File: config.mk
export PLATFORM = sky130hd
export DESIGN_NAME = battery_voltage_alarm_top
export DESIGN_NICKNAME = d
export VERILOG_FILES = /design/src/rtl/bva_pkg.sv /design/src/rtl/bva_divider.sv /design/src/rtl/bva_datapath.sv /design/src/rtl/bva_ctrl.sv /design/src/rtl/battery_voltage_alarm_top.sv
export SDC_FILE = /design/constraint.sdc
export NUM_CORES = 1
export LEC_CHECK = 0
export ABC_CLOCK_PERIOD_IN_PS = 10600
export BUFFER_PORTS_ARGS = -buffer_cell sky130_fd_sc_hd__clkbuf_2
export CAP_MARGIN = 5
export CELL_PAD_IN_SITES_DETAIL_PLACEMENT = 0
export CELL_PAD_IN_SITES_GLOBAL_PLACEMENT = 2
export CORE_MARGIN = 3
export CORE_UTILIZATION = 47
export CTS_BUF_LIST = sky130_fd_sc_hd__clkbuf_2 sky130_fd_sc_hd__clkbuf_4 sky130_fd_sc_hd__clkbuf_8
export CTS_CLUSTER_DIAMETER = 80
export DETAILED_ROUTE_END_ITERATION = 16
export GPL_TIMING_DRIVEN = 0
export PLACE_DENSITY_LB_ADDON = 0.1
export SYNTH_ARGS = -nofsm -noshare
export SYNTH_HDL_FRONTEND = slang
export SYNTH_SLANG_ARGS = --single-unit
File: constraint.sdc
create_clock -name clock -period 10.6 [get_ports clock]
set_input_delay 2.65 -clock clock [delete_from_list [all_inputs] [get_ports clock]]
set_output_delay 2.65 -clock clock [all_outputs]
set_load 0.01 [all_outputs]
File: src/rtl/bva_pkg.sv
package bva_pkg;

   // Field and datapath widths.
   localparam int MV_W      = 15;
   localparam int PHASE_W   = 7;
   localparam int COUNT_W   = 17;
   localparam int WARN_W    = 15;
   localparam int TPS_W     = 16;
   localparam int BDIV_W    = 10;
   localparam int RSP_W     = 24;
   localparam int CSR_IDX_W = 2;
   localparam int CSR_DAT_W = 16;

   // Beeper level divider geometry: a 16-bit quotient, two quotient bits per cycle.
   localparam int DVD_W     = 25;
   localparam int DVR_W     = 10;
   localparam int QUO_W     = 16;
   localparam int DIV_STEPS = 2;
   localparam int DIV_CYC   = QUO_W / DIV_STEPS;
   localparam int DIV_CNT_W = $clog2(DIV_CYC);

   // Arithmetic constants.
   localparam int SCALE_MUL_W = 14;
   localparam logic [SCALE_MUL_W-1:0] SCALE_MUL = SCALE_MUL_W'(9872);
   localparam int SCALE_DIV = 579;
   localparam int FILT_DIV  = 30;
   // Smallest dividend whose quotient is the largest 15-bit voltage.
   localparam logic [DVD_W-1:0]       SCALE_SAT = DVD_W'(SCALE_DIV * 32767);
   localparam logic [4:0]             FILT_MUL  = 5'd29;
   localparam logic [MV_W-1:0]        BEEP_BASE_MV = MV_W'(9000);
   localparam logic [COUNT_W-1:0]     COUNT_STEP_DOWN = COUNT_W'(5);
   localparam logic [COUNT_W-1:0]     COUNT_FLOOR     = COUNT_W'(10);

   // The fixed divisions are done by multiplying with a rounded-up reciprocal.
   // With the shift at least the dividend width plus the divisor's bit length,
   // the shifted product is the exact truncated quotient over the whole range.
   localparam int SCALE_SHIFT   = 35;
   localparam int SCALE_RECIP_W = 26;
   localparam int SCALE_PROD_W  = DVD_W + SCALE_RECIP_W;
   localparam logic [SCALE_RECIP_W-1:0] SCALE_RECIP =
      SCALE_RECIP_W'(((64'd1 << SCALE_SHIFT) + 64'(SCALE_DIV - 1)) / 64'(SCALE_DIV));
   localparam int FILT_DVD_W    = 20;
   localparam int FILT_SHIFT    = 25;
   localparam int FILT_RECIP_W  = 21;
   localparam int FILT_PROD_W   = FILT_DVD_W + FILT_RECIP_W;
   localparam logic [FILT_RECIP_W-1:0] FILT_RECIP =
      FILT_RECIP_W'(((64'd1 << FILT_SHIFT) + 64'(FILT_DIV - 1)) / 64'(FILT_DIV));

   // Reset values.
   localparam logic [WARN_W-1:0]  WARN_RESET  = WARN_W'(10000);
   localparam logic [TPS_W-1:0]   TPS_RESET   = TPS_W'(1000);
   localparam logic [BDIV_W-1:0]  BDIV_RESET  = BDIV_W'(100);
   localparam logic [COUNT_W-1:0] COUNT_RESET = COUNT_W'(1000);

   // Configuration register indexes.
   localparam logic [CSR_IDX_W-1:0] CSR_WARN_THRESHOLD = 2'd0;
   localparam logic [CSR_IDX_W-1:0] CSR_TICKS_PER_SEC  = 2'd1;
   localparam logic [CSR_IDX_W-1:0] CSR_BEEP_DIVISOR   = 2'd2;

   typedef enum logic [2:0] {
      ST_IDLE,
      ST_SCALE,
      ST_SUM,
      ST_FILTER,
      ST_LEVEL,
      ST_LEVEL_WAIT,
      ST_FINISH
   } state_type;

   typedef struct packed {
      logic        load_sample;
      logic        cap_scaled;
      logic        cap_sum;
      logic        cap_filtered;
      logic        div_start;
      logic        cap_level;
      logic        commit;
   } cmd_type;

   typedef struct packed {
      logic div_done;
   } status_type;

endpackage

File: src/rtl/bva_divider.sv
module bva_divider (
   input  logic                         clock,
   input  logic                         reset,
   input  logic                         start,
   input  logic [bva_pkg::DVD_W-1:0]    dividend,
   input  logic [bva_pkg::DVR_W-1:0]    divisor,
   output logic                         done,
   output logic [bva_pkg::QUO_W-1:0]    quotient
);

   logic [bva_pkg::DVR_W-1:0]     rem_ff, rem_in, rem_v;
   logic [bva_pkg::QUO_W-1:0]     sh_ff, sh_in, sh_v;
   logic [bva_pkg::DVR_W-1:0]     dvr_ff, dvr_in;
   logic [bva_pkg::DIV_CNT_W-1:0] count_ff, count_in;
   logic                          run_ff, run_in;
   logic                          done_ff, done_in;
   logic [bva_pkg::DVR_W:0]       trial;
   logic                          qbit;

   // The dividend is always below divisor * 2^16, so its upper bits start the
   // partial remainder and only the lower sixteen bits are shifted through.
   always_comb begin
      rem_v = rem_ff;
      sh_v  = sh_ff;
      trial = '0;
      qbit  = 1'b0;
      for (int i = 0; i < bva_pkg::DIV_STEPS; i++) begin
         trial = {rem_v, sh_v[bva_pkg::QUO_W-1]};
         if (trial >= {1'b0, dvr_ff}) begin
            rem_v = bva_pkg::DVR_W'(trial - {1'b0, dvr_ff});
            qbit  = 1'b1;
         end else begin
            rem_v = trial[bva_pkg::DVR_W-1:0];
            qbit  = 1'b0;
         end
         sh_v = {sh_v[bva_pkg::QUO_W-2:0], qbit};
      end
   end

   always_comb begin
      rem_in   = rem_ff;
      sh_in    = sh_ff;
      dvr_in   = dvr_ff;
      count_in = count_ff;
      run_in   = run_ff;
      done_in  = 1'b0;
      if (start) begin
         rem_in   = bva_pkg::DVR_W'(dividend[bva_pkg::DVD_W-1:bva_pkg::QUO_W]);
         sh_in    = dividend[bva_pkg::QUO_W-1:0];
         dvr_in   = divisor;
         count_in = '0;
         run_in   = 1'b1;
      end else if (run_ff) begin
         rem_in   = rem_v;
         sh_in    = sh_v;
         count_in = count_ff + 1'b1;
         if (count_ff == bva_pkg::DIV_CNT_W'(bva_pkg::DIV_CYC - 1)) begin
            run_in  = 1'b0;
            done_in = 1'b1;
         end
      end
   end

   always_ff @(posedge clock) begin
      if (reset) begin
         run_ff   <= 1'b0;
         done_ff  <= 1'b0;
         count_ff <= '0;
      end else begin
         run_ff   <= run_in;
         done_ff  <= done_in;
         count_ff <= count_in;
      end
   end

   always_ff @(posedge clock) begin
      rem_ff <= rem_in;
      sh_ff  <= sh_in;
      dvr_ff <= dvr_in;
   end

   assign done     = done_ff;
   assign quotient = sh_ff;

endmodule

File: src/rtl/bva_datapath.sv
module bva_datapath #(
   parameter int ADC_BITS    = 10,
   parameter int DUTY_PERIOD = 100
) (
   input  logic                             clock,
   input  logic                             reset,
   input  logic [ADC_BITS-1:0]              sample,
   input  logic                             csr_write,
   input  logic [bva_pkg::CSR_IDX_W-1:0]    csr_index,
   input  logic [bva_pkg::CSR_DAT_W-1:0]    csr_data,
   input  bva_pkg::cmd_type                 cmd,
   output bva_pkg::status_type              status,
   output logic [bva_pkg::RSP_W-1:0]        rsp_data
);

   localparam int ProdWidth = ADC_BITS + bva_pkg::SCALE_MUL_W;
   localparam int CmpWidth  = (ProdWidth > bva_pkg::DVD_W) ? ProdWidth : bva_pkg::DVD_W;

   logic [bva_pkg::WARN_W-1:0]  warn_ff, warn_in;
   logic [bva_pkg::TPS_W-1:0]   tps_ff, tps_in;
   logic [bva_pkg::BDIV_W-1:0]  bdiv_ff, bdiv_in;

   logic [bva_pkg::MV_W-1:0]    filtered_ff, filtered_in;
   logic [bva_pkg::PHASE_W-1:0] phase_ff, phase_in;
   logic [bva_pkg::COUNT_W-1:0] count_ff, count_in;
   logic                        alarm_ff, alarm_in;
   logic                        beeper_ff, beeper_in;

   logic [ProdWidth-1:0]          prod_ff, prod_in;
   logic [bva_pkg::MV_W-1:0]      scaled_ff, scaled_in;
   logic [bva_pkg::FILT_DVD_W-1:0] sum_ff, sum_in;
   logic [bva_pkg::QUO_W-1:0]     level_ff, level_in;
   logic [bva_pkg::RSP_W-1:0]     rsp_ff, rsp_in;

   logic [CmpWidth-1:0]             prod_wide;
   logic [bva_pkg::DVD_W-1:0]       scale_dvd;
   logic [bva_pkg::SCALE_PROD_W-1:0] scale_prod;
   logic [bva_pkg::FILT_DVD_W-1:0]  filt_prod;
   logic [bva_pkg::FILT_DVD_W-1:0]  filt_dvd;
   logic [bva_pkg::FILT_PROD_W-1:0] filt_quo;
   logic                            lvl_neg;
   logic [bva_pkg::MV_W-1:0]        lvl_mag;
   logic [bva_pkg::DVR_W-1:0]       beep_dvr;
   logic [bva_pkg::DVD_W-1:0]       div_dvd;
   logic [bva_pkg::DVR_W-1:0]       div_dvr;
   logic                            div_done;
   logic [bva_pkg::QUO_W-1:0]       div_quo;

   logic [bva_pkg::PHASE_W:0]   phase_sum;
   logic [bva_pkg::PHASE_W-1:0] phase_adv;
   logic [bva_pkg::COUNT_W-1:0] limit;
   logic [bva_pkg::COUNT_W-1:0] count_nx;
   logic                        alarm_nx;
   logic                        beeper_nx;

   // Scaling and filtering by reciprocal products, and the beeper level operands.
   always_comb begin
      prod_wide  = CmpWidth'(prod_ff);
      scale_dvd  = (prod_wide > CmpWidth'(bva_pkg::SCALE_SAT)) ? bva_pkg::SCALE_SAT
                                                               : prod_wide[bva_pkg::DVD_W-1:0];
      scale_prod = bva_pkg::SCALE_PROD_W'(scale_dvd)
                   * bva_pkg::SCALE_PROD_W'(bva_pkg::SCALE_RECIP);
      filt_prod  = bva_pkg::FILT_DVD_W'(filtered_ff) * bva_pkg::FILT_DVD_W'(bva_pkg::FILT_MUL);
      filt_dvd   = filt_prod + bva_pkg::FILT_DVD_W'(scaled_ff);
      filt_quo   = bva_pkg::FILT_PROD_W'(sum_ff) * bva_pkg::FILT_PROD_W'(bva_pkg::FILT_RECIP);
      lvl_neg    = filtered_ff < bva_pkg::BEEP_BASE_MV;
      lvl_mag    = lvl_neg ? bva_pkg::BEEP_BASE_MV - filtered_ff
                           : filtered_ff - bva_pkg::BEEP_BASE_MV;
      beep_dvr   = (bdiv_ff == '0) ? bva_pkg::DVR_W'(1) : bdiv_ff;
      div_dvd    = bva_pkg::DVD_W'(lvl_mag);
      div_dvr    = beep_dvr;
   end

   bva_divider u_divider (
      .clock    (clock),
      .reset    (reset),
      .start    (cmd.div_start),
      .dividend (div_dvd),
      .divisor  (div_dvr),
      .done     (div_done),
      .quotient (div_quo)
   );

   assign status.div_done = div_done;

   // End-of-tick update: phase, hysteresis counter, alarm and beeper.
   always_comb begin
      phase_sum = {1'b0, phase_ff} + 1'b1;
      phase_adv = (phase_sum >= (bva_pkg::PHASE_W + 1)'(DUTY_PERIOD)) ? '0
                                                                      : phase_sum[bva_pkg::PHASE_W-1:0];
      limit     = {tps_ff, 1'b0};
      count_nx  = count_ff;
      alarm_nx  = alarm_ff;
      beeper_nx = beeper_ff;
      if (filtered_ff < warn_ff) begin
         if (count_ff < limit) begin
            count_nx = count_ff + 1'b1;
         end else begin
            alarm_nx = 1'b1;
         end
      end else begin
         if (count_ff > bva_pkg::COUNT_FLOOR) begin
            count_nx = count_ff - bva_pkg::COUNT_STEP_DOWN;
         end else begin
            alarm_nx  = 1'b0;
            beeper_nx = 1'b0;
         end
      end
      // A negative level truncates toward zero, so a zero quotient means level zero.
      if (alarm_nx) begin
         if (lvl_neg) begin
            beeper_nx = (level_ff != '0) || (phase_adv != '0);
         end else begin
            beeper_nx = bva_pkg::QUO_W'(phase_adv) > level_ff;
         end
      end
   end

   always_comb begin
      warn_in     = warn_ff;
      tps_in      = tps_ff;
      bdiv_in     = bdiv_ff;
      prod_in     = prod_ff;
      scaled_in   = scaled_ff;
      sum_in      = sum_ff;
      filtered_in = filtered_ff;
      level_in    = level_ff;
      phase_in    = phase_ff;
      count_in    = count_ff;
      alarm_in    = alarm_ff;
      beeper_in   = beeper_ff;
      rsp_in      = rsp_ff;
      if (csr_write) begin
         unique case (csr_index)
            bva_pkg::CSR_WARN_THRESHOLD: warn_in = csr_data[bva_pkg::WARN_W-1:0];
            bva_pkg::CSR_TICKS_PER_SEC:  tps_in  = csr_data[bva_pkg::TPS_W-1:0];
            bva_pkg::CSR_BEEP_DIVISOR:   bdiv_in = csr_data[bva_pkg::BDIV_W-1:0];
            default: ;
         endcase
      end
      if (cmd.load_sample) begin
         prod_in = ProdWidth'(sample) * ProdWidth'(bva_pkg::SCALE_MUL);
      end
      if (cmd.cap_scaled) begin
         scaled_in = scale_prod[bva_pkg::SCALE_SHIFT +: bva_pkg::MV_W];
      end
      if (cmd.cap_sum) begin
         sum_in = filt_dvd;
      end
      if (cmd.cap_filtered) begin
         filtered_in = filt_quo[bva_pkg::FILT_SHIFT +: bva_pkg::MV_W];
      end
      if (cmd.cap_level) begin
         level_in = div_quo;
      end
      if (cmd.commit) begin
         phase_in  = phase_adv;
         count_in  = count_nx;
         alarm_in  = alarm_nx;
         beeper_in = beeper_nx;
         rsp_in    = bva_pkg::RSP_W'({beeper_nx, alarm_nx, filtered_ff});
      end
   end

   always_ff @(posedge clock) begin
      if (reset) begin
         warn_ff     <= bva_pkg::WARN_RESET;
         tps_ff      <= bva_pkg::TPS_RESET;
         bdiv_ff     <= bva_pkg::BDIV_RESET;
         filtered_ff <= '0;
         phase_ff    <= '0;
         count_ff    <= bva_pkg::COUNT_RESET;
         alarm_ff    <= 1'b1;
         beeper_ff   <= 1'b0;
      end else begin
         warn_ff     <= warn_in;
         tps_ff      <= tps_in;
         bdiv_ff     <= bdiv_in;
         filtered_ff <= filtered_in;
         phase_ff    <= phase_in;
         count_ff    <= count_in;
         alarm_ff    <= alarm_in;
         beeper_ff   <= beeper_in;
      end
   end

   always_ff @(posedge clock) begin
      prod_ff   <= prod_in;
      scaled_ff <= scaled_in;
      sum_ff    <= sum_in;
      level_ff  <= level_in;
      rsp_ff    <= rsp_in;
   end

   assign rsp_data = rsp_ff;

endmodule

File: src/rtl/bva_ctrl.sv
module bva_ctrl (
   input  logic                 clock,
   input  logic                 reset,
   input  logic                 req_tvalid,
   output logic                 req_tready,
   output logic                 rsp_tvalid,
   input  logic                 rsp_tready,
   input  bva_pkg::status_type  status,
   output bva_pkg::cmd_type     cmd
);

   bva_pkg::state_type state_ff, state_in;
   logic               rsp_valid_ff, rsp_valid_in;
   logic               slot_free;

   assign slot_free = !rsp_valid_ff || rsp_tready;

   always_comb begin
      state_in         = state_ff;
      cmd.load_sample  = 1'b0;
      cmd.cap_scaled   = 1'b0;
      cmd.cap_sum      = 1'b0;
      cmd.cap_filtered = 1'b0;
      cmd.div_start    = 1'b0;
      cmd.cap_level    = 1'b0;
      cmd.commit       = 1'b0;
      req_tready       = 1'b0;
      unique case (state_ff)
         bva_pkg::ST_IDLE: begin
            req_tready = 1'b1;
            if (req_tvalid) begin
               cmd.load_sample = 1'b1;
               state_in        = bva_pkg::ST_SCALE;
            end
         end
         bva_pkg::ST_SCALE: begin
            cmd.cap_scaled = 1'b1;
            state_in       = bva_pkg::ST_SUM;
         end
         bva_pkg::ST_SUM: begin
            cmd.cap_sum = 1'b1;
            state_in    = bva_pkg::ST_FILTER;
         end
         bva_pkg::ST_FILTER: begin
            cmd.cap_filtered = 1'b1;
            state_in         = bva_pkg::ST_LEVEL;
         end
         bva_pkg::ST_LEVEL: begin
            cmd.div_start = 1'b1;
            state_in      = bva_pkg::ST_LEVEL_WAIT;
         end
         bva_pkg::ST_LEVEL_WAIT: begin
            if (status.div_done) begin
               cmd.cap_level = 1'b1;
               state_in      = bva_pkg::ST_FINISH;
            end
         end
         bva_pkg::ST_FINISH: begin
            // The tick's state is only committed once the output register can take it.
            if (slot_free) begin
               cmd.commit = 1'b1;
               state_in   = bva_pkg::ST_IDLE;
            end
         end
         default: state_in = bva_pkg::ST_IDLE;
      endcase
   end

   always_comb begin
      rsp_valid_in = rsp_valid_ff;
      if (cmd.commit) begin
         rsp_valid_in = 1'b1;
      end else if (rsp_tready) begin
         rsp_valid_in = 1'b0;
      end
   end

   always_ff @(posedge clock) begin
      if (reset) begin
         state_ff     <= bva_pkg::ST_IDLE;
         rsp_valid_ff <= 1'b0;
      end else begin
         state_ff     <= state_in;
         rsp_valid_ff <= rsp_valid_in;
      end
   end

   assign rsp_tvalid = rsp_valid_ff;

endmodule

File: src/rtl/battery_voltage_alarm_top.sv
// Channel   Direction  Handshake              Payload
// req       in         req_tvalid/req_tready  req_tdata: adc_sample
// rsp       out        rsp_tvalid/rsp_tready  rsp_tdata: battery_mv, alarm_active, beeper
// csr       in         csr_valid/csr_ready    csr_index, csr_data
//
// One item occupies the block from acceptance to the next acceptance: it is scaled,
// summed and filtered in turn (the fixed divisions are reciprocal products), its
// beeper level comes from the two-bit-per-cycle divider (start, eight steps,
// capture), and the tick is committed before the block accepts again.
// The result is registered on commit and waits in an output register;
// a stalled rsp holds the block in its final step until the register is free.
// Reset is synchronous; it restores the register defaults and the alarm state.
// csr_ready is always high.
module battery_voltage_alarm_top #(
   parameter int ADC_BITS    = 10,
   parameter int DUTY_PERIOD = 100
) (
   input  logic                              clock,
   input  logic                              reset,
   input  logic                              req_tvalid,
   output logic                              req_tready,
   input  logic [((ADC_BITS+7)/8)*8-1:0]     req_tdata,   // [ADC_BITS-1:0] adc_sample
   output logic                              rsp_tvalid,
   input  logic                              rsp_tready,
   output logic [bva_pkg::RSP_W-1:0]         rsp_tdata,   // [14:0] battery_mv, [15] alarm_active,
                                                          // [16] beeper
   input  logic                              csr_valid,
   output logic                              csr_ready,
   input  logic [bva_pkg::CSR_IDX_W-1:0]     csr_index,
   input  logic [bva_pkg::CSR_DAT_W-1:0]     csr_data
);

   bva_pkg::cmd_type    cmd;
   bva_pkg::status_type status;

   assign csr_ready = 1'b1;

   bva_ctrl u_ctrl (
      .clock      (clock),
      .reset      (reset),
      .req_tvalid (req_tvalid),
      .req_tready (req_tready),
      .rsp_tvalid (rsp_tvalid),
      .rsp_tready (rsp_tready),
      .status     (status),
      .cmd        (cmd)
   );

   bva_datapath #(
      .ADC_BITS    (ADC_BITS),
      .DUTY_PERIOD (DUTY_PERIOD)
   ) u_datapath (
      .clock     (clock),
      .reset     (reset),
      .sample    (req_tdata[ADC_BITS-1:0]),
      .csr_write (csr_valid && csr_ready),
      .csr_index (csr_index),
      .csr_data  (csr_data),
      .cmd       (cmd),
      .status    (status),
      .rsp_data  (rsp_tdata)
   );

   // Only one item is in work at a time.
   assert property (@(posedge clock) disable iff (reset)
      req_tvalid && req_tready |=> !req_tready)
      else $error("input accepted while an item is still in work");

   // The beeper is silenced whenever the alarm is disabled.
   assert property (@(posedge clock) disable iff (reset)
      rsp_tvalid |-> (rsp_tdata[15] || !rsp_tdata[16]))
      else $error("beeper on while alarm inactive");

   // A result only appears after a commit of the tick's state.
   assert property (@(posedge clock) disable iff (reset)
      $rose(rsp_tvalid) |-> $past(cmd.commit))
      else $error("result raised without a commit");

   // The divider cannot report completion right after being started.
   assert property (@(posedge clock) disable iff (reset)
      cmd.div_start |=> !status.div_done)
      else $error("divider done immediately after start");

endmodule

# Word-level counts from Yosys, hierarchy flattened
# Cells that the tools add are included.
# classes
n_addsub	9
n_mul	4
magnitude_cmp	9
n_eq_ne	13
muxes	40
n_bitwise	1
reduce_logical	18
# op_table
operator	n
$mux 17	3
$mul 25x26->50 const B	1
$mux 15	3
$mul 20x20->39 const B	1
$mux 1	26
$gt 24x25->1 const B	1
$mux 25	1
$ge 11x10->1	2
$pmux 3 s7	1
$add 20x15->20	1
$mul 10x10->20 const B	1
$mul 15x5->20 const B	1
$mux 10	2
$sub 10x10->10	2
$add 17x1->17 const B	1
$gt 17x4->1 const B	1
$lt 17x17->1	1
$sub 17x3->17 const B	1
$gt 7x16->1	1
$reduce_bool 16->1	1
$lt 15x14->1 const B	1
$lt 15x15->1	1
$sub 14x15->15 const A	1
$sub 15x14->15 const B	1
other kinds (24)	38
# word_totals
register_bits	215
inputBits	39
output_inout_bits	27
word_cells	116

# Logic depth before layout (Yosys ltp)
# Gate-level depths: netlist of the first run.
# depth
depth_word	7
ltp_mapped	24
ltp_nobuf	24

# Hierarchy
# Synthesis of the first run repeated with hierarchy kept, for this count alone.
# unflattened
hier_cells	2535
hier_area_um2	25776.0
# by_module_without_submodules
mod	instances	cells_per_inst	area_per_inst_um2	seq_area_each_um2
bva_datapath	1	2248	22705.5	4284.1
bva_divider	1	256	2805.2	1171.1
bva_ctrl	1	29	254.0	80.1
battery_voltage_alarm_top	1	2	11.3	0.0

# Least setup slack after synthesis of the first run
# No wires, ideal clock.
# synth_path
path_kind	input-to-reg
from	input port req_tdata[6]
to	register u_datapath.prod_ff[23] (data pin)
arrival_time_ns	6.291
required_ns	10.342
slack_ns	4.051
path_stages	17
path_buffers	0
cell_sequence	ha_1 -> ha_1 -> inv_1 -> fa_1 -> inv_1 -> fa_1 -> ha_1 -> ha_1 -> and2_1 -> a31o_2 -> a31oi_1 -> a21oi_1 -> a21o_1 -> a21o_1 -> a21o_1 -> a21oi_1 -> xnor2_1
# synth_via
elab_chain_cells	1
# synth_lines
item	line	source
start: declaration	battery_voltage_alarm_top.sv:22	input logic [((ADC_BITS+7)/8)*8-1:0] req_tdata,
$mul 10x10->20	bva_datapath.sv:142	prod_in = ProdWidth'(sample) * ProdWidth'(bva_pkg::SCALE_MUL);
end signal: assignment	bva_datapath.sv:188	prod_ff <= prod_in;
end: declaration	bva_datapath.sv:29	logic [ProdWidth-1:0] prod_ff, prod_in;
# No other way between the ends.
# A chain may end at the register's enable or synchronous reset.

# Worst setup path after layout of the first run
# layout_path
from	register u_datapath.prod_ff[16]
to	register u_datapath.scaled_ff[14] in the netlist's numbering (data pin)
# layout_via
elab_chain_cells	3
# layout_lines
item	line	source
$gt 24x25->1	bva_datapath.sv:59	scale_dvd = (prod_wide > CmpWidth'(bva_pkg::SCALE_SAT)) ? bva_pkg::SCALE_SAT
$mux 25 *	bva_datapath.sv:59	
$mul 25x26->50 *	bva_datapath.sv:62	* bva_pkg::SCALE_PROD_W'(bva_pkg::SCALE_RECIP);
named net u_datapath.scale_prod (one bit)	bva_datapath.sv:37	logic [bva_pkg::SCALE_PROD_W-1:0] scale_prod;
end signal: assignment	bva_datapath.sv:189	scaled_ff <= scaled_in;
end: declaration	bva_datapath.sv:30	logic [bva_pkg::MV_W-1:0] scaled_ff, scaled_in;
# The timed path passes the listed nets; every way through them passes the cells marked *.

==> summary.md, run 1 <==
* finished, final reports clean — result of the run
* 0 — number of antenna repair diodes
* yes — CTS tree
* 42 — clock buffer count from CTS
* 5.244 — drt via density
* 0 — quantity of hold-fixing buffers added after cts
* 7.205 ns — minimum clock period
* 3288 — placed insts
* 113 — number of enable flip-flop cells after synthesis
* ha_1, ha_1, fa_1, fa_1, inv_1, fa_1, inv_1, fa_1, inv_1, fa_1, inv_1, ha_1, a21oi_1, o21ai_0, a311oi_1, a22oi_1, o211ai_2, o311ai_1, a21o_1, a21o_1, a21oi_1, xnor2_1 — Critical Path, Cell by Cell
* 1.039 ns — slew at the pin closest to its max-slew limit
* sky130_fd_sc_hd__ha_1 (29%), sky130_fd_sc_hd__fa_1 (18%), sky130_fd_sc_hd__edfxtp_1 (13%) — Area contributors post-synth
* 0 — number of routed nets with antenna violations
* 3 — Max clock buf depth
* 0.06 ns — clock slew at reported path FFs
* 4 — Buf/Inv on CP
* 0 — number of setup violations in the final report
* 0% — fraction of synthesis flops using an asynchronous set or reset pin
* 95.08 mm — wire length of the first global-routing pass
* 5 — number of iterations in the first detailed-routing pass
* register — startpoint type of the worst setup path
* no — RSZ-0062 raised after global routing
* 66 — # IOs
* sky130_fd_sc_hd__ha_1 — most common cell after layout, fill and taps aside
* 2 — maximum level of the CTS H-tree
* 0.62 ns — worst stage delay on the critical path
* 17.21 um — final routed wire length divided by cell count
* 9 — Crit Path Max Fanout
* 3364 — filler-free cell count of the finished design
* adder cells — CP top delay family
* 0.8773 — Final GP Congestion
* 0 — Max Cap Viol
* 28.89% — met1 track demand over resource
* 0 — DRC violations left
* 56520 um2 — die footprint
* reg -> reg — path class of the lowest-slack min-delay path
* 6.726% — share of cells above drive strength 1
* sky130_fd_sc_hd__fa_1 — cell type with the highest occurrence count on the critical path
* 0.06745 ns — final setup skew
* 50 — count of input and output buffers
* 0 ns — Post-Route Setup TNS
* 35.66% — grt met2 use
* 7.51 ns — worst endpoint data arrival time
* 21.11% — Overall Global Routing Usage
* 706 — 1st-iter DRT viols
* 10.91 ns — CP Data Required Time
* reg -> reg — CP Class
* 48.88 mm — HPWL reported at the end of detailed placement
* 8.427% — relative area change from synthesis to final layout
* 29.30% — area share of the largest cell type after synthesis
* adder cells — dominant combinational cell family by area after synthesis
* 17640 — DR vias
* 0.1388 GHz — achievable clock frequency
* 215 — clock net sink count
* 30.75% — worst-case headroom to the max-slew limit
* 0.62 ns — worst skew pair latency
* 0 — number of setup buffers added after CTS
* 84 — standard-cell rows
* 0 — global route total overflow
* 47.74% — effective utilization at floorplan
* 9.933 um2 — mean area per synthesized cell
* sky130_fd_sc_hd__clkbuf_8 — cell at the root of the clock tree
* 81 — count of cell types in the netlist
* 57.89 mm — Total Wirelength
* 237.7 um — die height
* sky130_fd_sc_hd__ha_1 (591), sky130_fd_sc_hd__inv_1 (483), sky130_fd_sc_hd__fa_1 (223) — leading cell types in the layout, fill and taps excluded
* sky130_fd_sc_hd__edfxtp_1 — most instantiated flip-flop cell in the synthesis netlist
* 24 — maximum number of pins on one net before global-route repair
* 215 — number of storage elements in the synthesis netlist
* 0 — count of cells resized by post-cts repair
* 3.921% — area share of xor/xnor cells in the synthesized design
* register — Critical Path End Type
* 25240 um2 — total standard cell area after synthesis
* 2.901% — met3 usage
* 0 — count of pins over their slew limit
* 10.69% — compound-cell area share of the yosys netlist
* 0 — antenna violations before repair
* 3497 — Nets
* sky130_fd_sc_hd__edfxtp_1 — cell with the largest stage delay on the worst path
* 46.99% — post-synthesis share of cell area spent on full adders, half adders and majority gates
* 7.719% — post-synthesis share of cell area spent on and, or, nand and nor gates
* 2541 — post-synthesis cell count
* 67.98% — final critical-path share of the clock period
* 21.53% — register area share after synthesis
* 0.9022% — multiplexer fraction of the synthesized cell area
* sky130_fd_sc_hd__ha_1 — cell taking the most area after synthesis
* 18230 — vias in the first global route
* 0 — final count of hold timing violations
* met2 — global route hottest layer
* 0 — synth warn
* 237.7 um — die width
* 52870 um2 — core region area
-- logic make-up after synthesis --
| group | Yosys count |
|---|---|
| buf+inv | 542 |
| fa+ha+maj | 814 |
| flops | 215 |
| simple gates | 421 |
| compound gates | 412 |
| other cells | 2 |
| xor+xnor | 113 |
| mux | 22 |
-- metal layers --
| layer | wire (um) | part of all wire, % |
|---|---|---|
| met1 | 27210 | 47 |
| met2 | 27370 | 47 |
| met3 | 2254 | 3.9 |
| met5 | 0 | 0 |
| met4 | 1060 | 1.8 |
-- final cells by class --
class | count | area, um2
fillers | 4929 | 25500
multi-input cells | 1790 | 17770
flip-flops and latches | 215 | 5435
inverters | 487 | 1828
well taps | 688 | 860.8
clock buffers | 56 | 701.9
repair buffers | 53 | 284.0
plain buffers | 55 | 246.5
clock inverters | 20 | 242.7
-- worst paths after layout --
check	to	from	slack, ns	cells after the start
setup reg to reg	u_datapath.scaled_ff[14]	u_datapath.prod_ff[16]	3.39	22
hold / removal	u_datapath.level_ff[13]	u_datapath.u_divider.quotient[13]	0.45	0
hold reg to reg	u_datapath.level_ff[13]	u_datapath.u_divider.quotient[13]	0.45	0
setup / recovery	u_datapath.scaled_ff[14]	u_datapath.prod_ff[16]	3.39	22
-- per-stage QoR --
stage	hold WS (ns)	utilization, %	worst slack (ns)	cell area (um2)
after floorplan	0.4261	-	4.051	25260
after global placement	0.4299	49.89	3.415	26370
after detailed placement	0.4344	49.98	3.484	26420
after CTS	0.4421	51.77	3.427	27370
after global routing	0.4404	51.77	3.147	27370
final	0.4523	51.77	3.395	27370
-- synth_stat cells (all sizes together), types with 6 or more instances --
cell and n:
clkbuf 42, nand3b 8, mux2i 16, a21o 50
buf 13, a2111oi 6, a211oi 11, o21bai 7
nand2 164, xor2 39, nor3 33, or2 9
o21a 7, a31oi 16, fa 223, o21ai 88
mux2 6, dfxtp 102, a211o 24, and2 8
a22o 6, nor2 100, nand4 17, ha 591
edfxtp 113, nand2b 12, a21oi 145, nor4 10
xnor2 74, nor2b 15, inv 485, nand3 22
or3 7
-- registers in the layout (all words and copies together) (netlist names), 3 cells and up --
name	cells
u_datapath.warn_ff	15
u_ctrl.state_ff	3
u_datapath.rsp_data	17
u_datapath.phase_ff	7
u_datapath.tps_ff	16
u_datapath.prod_ff	20
u_datapath.u_divider.quotient	16
u_datapath.u_divider.dvr_ff	10
u_datapath.bdiv_ff	10
u_datapath.level_ff	16
u_datapath.u_divider.rem_ff	10
u_datapath.filtered_ff	15
u_datapath.count_ff	17
u_datapath.u_divider.count_ff	3
u_datapath.sum_ff	20
u_datapath.scaled_ff	15
Power of run 1 is not shown: default switching activity piles up to over one toggle a cycle in this logic, so the estimate is an artifact.
==> run 2, diff against run 1 <==
Settings changed: ABC_AREA set to 1, ABC_CLOCK_PERIOD_IN_PS 10600 to 6500, CORE_UTILIZATION 47 to 37.
Clock period 10.6 ns to 6.5 ns, I/O delays scaled along.
==> run 2 against run 1 <==
  * Highest routed layer unchanged
  * Clock skew down 0.043 ns
  * Global-route usage fell by 0.64 points
  * Core utilization decreased by 11 points
  * First-iteration DRC count rose by 47%
  * Via count is 25% higher
  * Hold slack hardly changed
  * Sequential cell count unchanged
==> summary.md, run 2 <==
* finished, final reports clean — result of the run
* 74570 um2 — core region area, +41%
* 6.85 ns — CP Data Required Time, -4.06 ns
* 0 — number of routed nets with antenna violations, unchanged
* register — Critical Path End Type
* 66 — # IOs, unchanged
* 0.02492 ns — final setup skew, -0.04252 ns
* 3370 — post-synthesis cell count, +33%
* 0.35 ns — worst reg-to-reg setup slack, -3.05 ns
* 0.58 ns — worst stage delay on the critical path, -0.04 ns
* 19 — cell count of the worst reg-to-reg path, -14%
* 4334 — Nets, +24%
* 3 — Max clock buf depth, unchanged
* 0 — Max Cap Viol, unchanged
* 2 — maximum level of the CTS H-tree, unchanged
* 4.916 — drt via density, -6.3%
* 0 — number of setup violations in the final report, unchanged
* 0% — fraction of synthesis flops using an asynchronous set or reset pin, unchanged
* sky130_fd_sc_hd__ha_1 (26%), sky130_fd_sc_hd__fa_1 (16%), sky130_fd_sc_hd__edfxtp_1 (12%) — Area contributors post-synth
* 280.8 um — die height, +18%
* 0 — global route total overflow, unchanged
* 1.901 mm — met3 wire len, -16%
* register — startpoint type of the worst setup path
* 113 — number of enable flip-flop cells after synthesis, unchanged
* 0 — synth warn, unchanged
* 54 — count of cell types in the netlist, -33%
* 1.133 ns — slew at the pin closest to its max-slew limit, +0.09415 ns
* 5.832% — share of cells above drive strength 1, -0.89 points
* sky130_fd_sc_hd__ha_1 — cell taking the most area after synthesis
* 7 — Crit Path Max Fanout, -2
* 0 — final count of hold timing violations, unchanged
* reg -> reg — CP Class
* 0.1625 GHz — achievable clock frequency, +17%
* 0.06 ns — clock slew at reported path FFs, about the same
* 0.8985 — Final GP Congestion, +2.4%
* 20.46% — Overall Global Routing Usage, -0.64 points
* 78850 um2 — die footprint, +40%
* sky130_fd_sc_hd__inv_1 (685), sky130_fd_sc_hd__ha_1 (591), sky130_fd_sc_hd__nand2_1 (548) — leading cell types in the layout, fill and taps excluded
* 27940 um2 — total standard cell area after synthesis, +11%
* 17.64 um — final routed wire length divided by cell count, +2.5%
* 19.45% — register area share after synthesis, -2.1 points
* sky130_fd_sc_hd__clkbuf_8 — cell at the root of the clock tree
* 51 — count of input and output buffers, +2.0%
* u_datapath.u_divider.quotient[12] — worst min-delay path startpoint
* reg -> reg — path class of the lowest-slack min-delay path
* 5 — number of iterations in the first detailed-routing pass, unchanged
* yes — CTS tree
* sky130_fd_sc_hd__inv_1 (685), sky130_fd_sc_hd__ha_1 (591), sky130_fd_sc_hd__nand2_1 (548) — most used standard cells in the synthesized netlist
* sky130_fd_sc_hd__inv_1 — leading cell type by number of instances after synthesis
* 42 — clock buffer count from CTS, unchanged
* 6.50 ns — worst endpoint data arrival time, -1.01 ns
* 7761 — fillcell total, +57%
* 37.40 mm — met1 wire length, +37%
* 40.87% — utilization after layout, -11 points
* u_datapath.scaled_ff[14] — worst flop-to-flop path endpoint
* 0 ns — Post-Route Setup TNS, unchanged
* sky130_fd_sc_hd__inv_1 — most common cell after layout, fill and taps aside
* u_datapath.prod_ff[21] — worst reg2reg startpoint
* 0 — Hold Path Stages, unchanged
* 38.33 mm — DR WL met2, +40%
* 1039 — 1st-iter DRT viols, +47%
* 126.2 mm — wire length of the first global-routing pass, +33%
* sky130_fd_sc_hd__fa_1 — cell type with the highest occurrence count on the critical path
* sky130_fd_sc_hd__fa_1 — cell with the largest stage delay on the worst path
* 3 — antenna violations before repair, +3
* 22060 — DR vias, +25%
* no — RSZ-0062 raised after global routing
* sky130_fd_sc_hd__edfxtp_1 — most instantiated flip-flop cell in the synthesis netlist
* 27 — maximum number of pins on one net before global-route repair, +13%
* 79.16 mm — Total Wirelength, +37%
* 23020 — vias in the first global route, +26%
* 0.61 ns — worst skew pair latency, about the same
* 9.073% — relative area change from synthesis to final layout
* u_datapath.prod_ff (20), u_datapath.sum_ff (20) — registers with the most flip-flops
* 6.152 ns — minimum clock period, -1.053 ns
* u_datapath.level_ff[12] — hold-critical path endpoint
* 37.47% — effective utilization at floorplan, -10 points
* 100 — standard-cell rows, +19%
* 68.42 mm — HPWL reported at the end of detailed placement, +40%
* 215 — number of storage elements in the synthesis netlist, unchanged
* 280.8 um — die width, +18%
* 8.291 um2 — mean area per synthesized cell, -17%
* 0 — DRC violations left, unchanged
* 26.47% — area share of the largest cell type after synthesis, -2.8 points
* 215 — clock net sink count, unchanged
* 94.65% — final critical-path share of the clock period, +27 points
* 23.89% — worst-case headroom to the max-slew limit, -6.9 points
* met4 — highest metal layer with signal wires
* ha_1, ha_1, fa_1, fa_1, inv_1, fa_1, inv_1, fa_1, inv_1, fa_1, inv_1, ha_1, a21oi_1, o21ai_0, a21oi_1, o21ai_0, nand3_1, nand3_1, xor2_1 — Critical Path, Cell by Cell
* 0 — count of pins over their slew limit, unchanged
run 2: cell count changes in the layout (fill, tap and decap cells not counted), sizes merged, moves of 33 or more:
cell | previous run | this run
nor2 | 100 | 229
xnor2 | 74 | 18
xor2 | 39 | 72
o21ai | 88 | 158
a21o | 50 | 16
nand3 | 22 | 120
a21oi | 145 | 232
inv | 488 | 701
nand2 | 164 | 557
run 2: logic make-up (layout without fill, tap and decap cells):
logic type                 after synthesis  after routing  share of synthesized area, %
DFF                                    215            215                         19.45
other                                    2             11                       0.02688
and+or+nand+nor                       1014           1014                         15.35
adders and majority gates              814            814                         42.45
AOI/OAI and AO/OA                      486            486                         9.552
buffers and inverters                  749            888                         10.35
xor gates and xnor gates                90             90                         2.821
run 2: area by class of cell:
type / instances / area (um2) / area share (%)
timing repair buffer: 61 / 341.6 / 1.121
buffer: 51 / 272.8 / 0.8951
clock inverter: 24 / 239.0 / 0.7842
inverter: 698 / 2620 / 8.597
sequential: 215 / 5435 / 17.84
multi-input combinational: 2412 / 19650 / 64.47
clock buffer: 54 / 699.4 / 2.295
antenna: 3 / 7.507 / 0.02463
tap: 969 / 1212 / 3.978
run 2: worst max path at each step:
stage | start | to | slack, ns
after floorplan | u_datapath.prod_ff[16] | u_datapath.scaled_ff[0] | 1.15
after global placement | u_datapath.prod_ff[16] | u_datapath.scaled_ff[14] | 0.02
after detailed placement | u_datapath.prod_ff[16] | u_datapath.scaled_ff[14] | 0.06
after CTS | u_datapath.prod_ff[16] | u_datapath.scaled_ff[14] | 0.08
after global routing | u_datapath.prod_ff[21] | u_datapath.scaled_ff[14] | 0.05
final | u_datapath.prod_ff[21] | u_datapath.scaled_ff[14] | 0.35
run 2: stage by stage:
step	hold slack (ns)	instance area, um2	setup WS [ns]	cells
final	0.4523	30470	0.3478	4487
after global routing	0.4701	30470	0.04572	4487
after CTS	0.4565	30410	0.07960	4477
after detailed placement	0.4406	29480	0.06406	4399
after global placement	0.4341	29430	0.01948	4396
after floorplan	0.4264	27960	1.146	3376
run 2: worst max-delay path, delay by kind of cell, from the launching register on:
kind	cells	cell delay (ns)
adders and majority gates	8	3.79
and+or+nand+nor	2	0.30
AOI/OAI and AO/OA	4	0.82
xor gates and xnor gates	1	0.21
DFF	1	0.56
buffers and inverters	4	0.24
run 2: what timing repair did:
action | CTS | global route
hold buffers | 0 | 0
endpoints found under the hold margin | 0 | 0
gates resized for setup | 0 | 0
setup endpoints to repair | 0 | 6
buffers inserted | 0 | 7
run 2: layer usage:
metal  vias to the layer above  GRT usage, %
met3                        73         1.886
met4                         0         4.715
li1                      11150             -
met1                     10590         27.23
met2                       243         35.96
met5                         -             0
Power of run 2 is left out for the same reason.
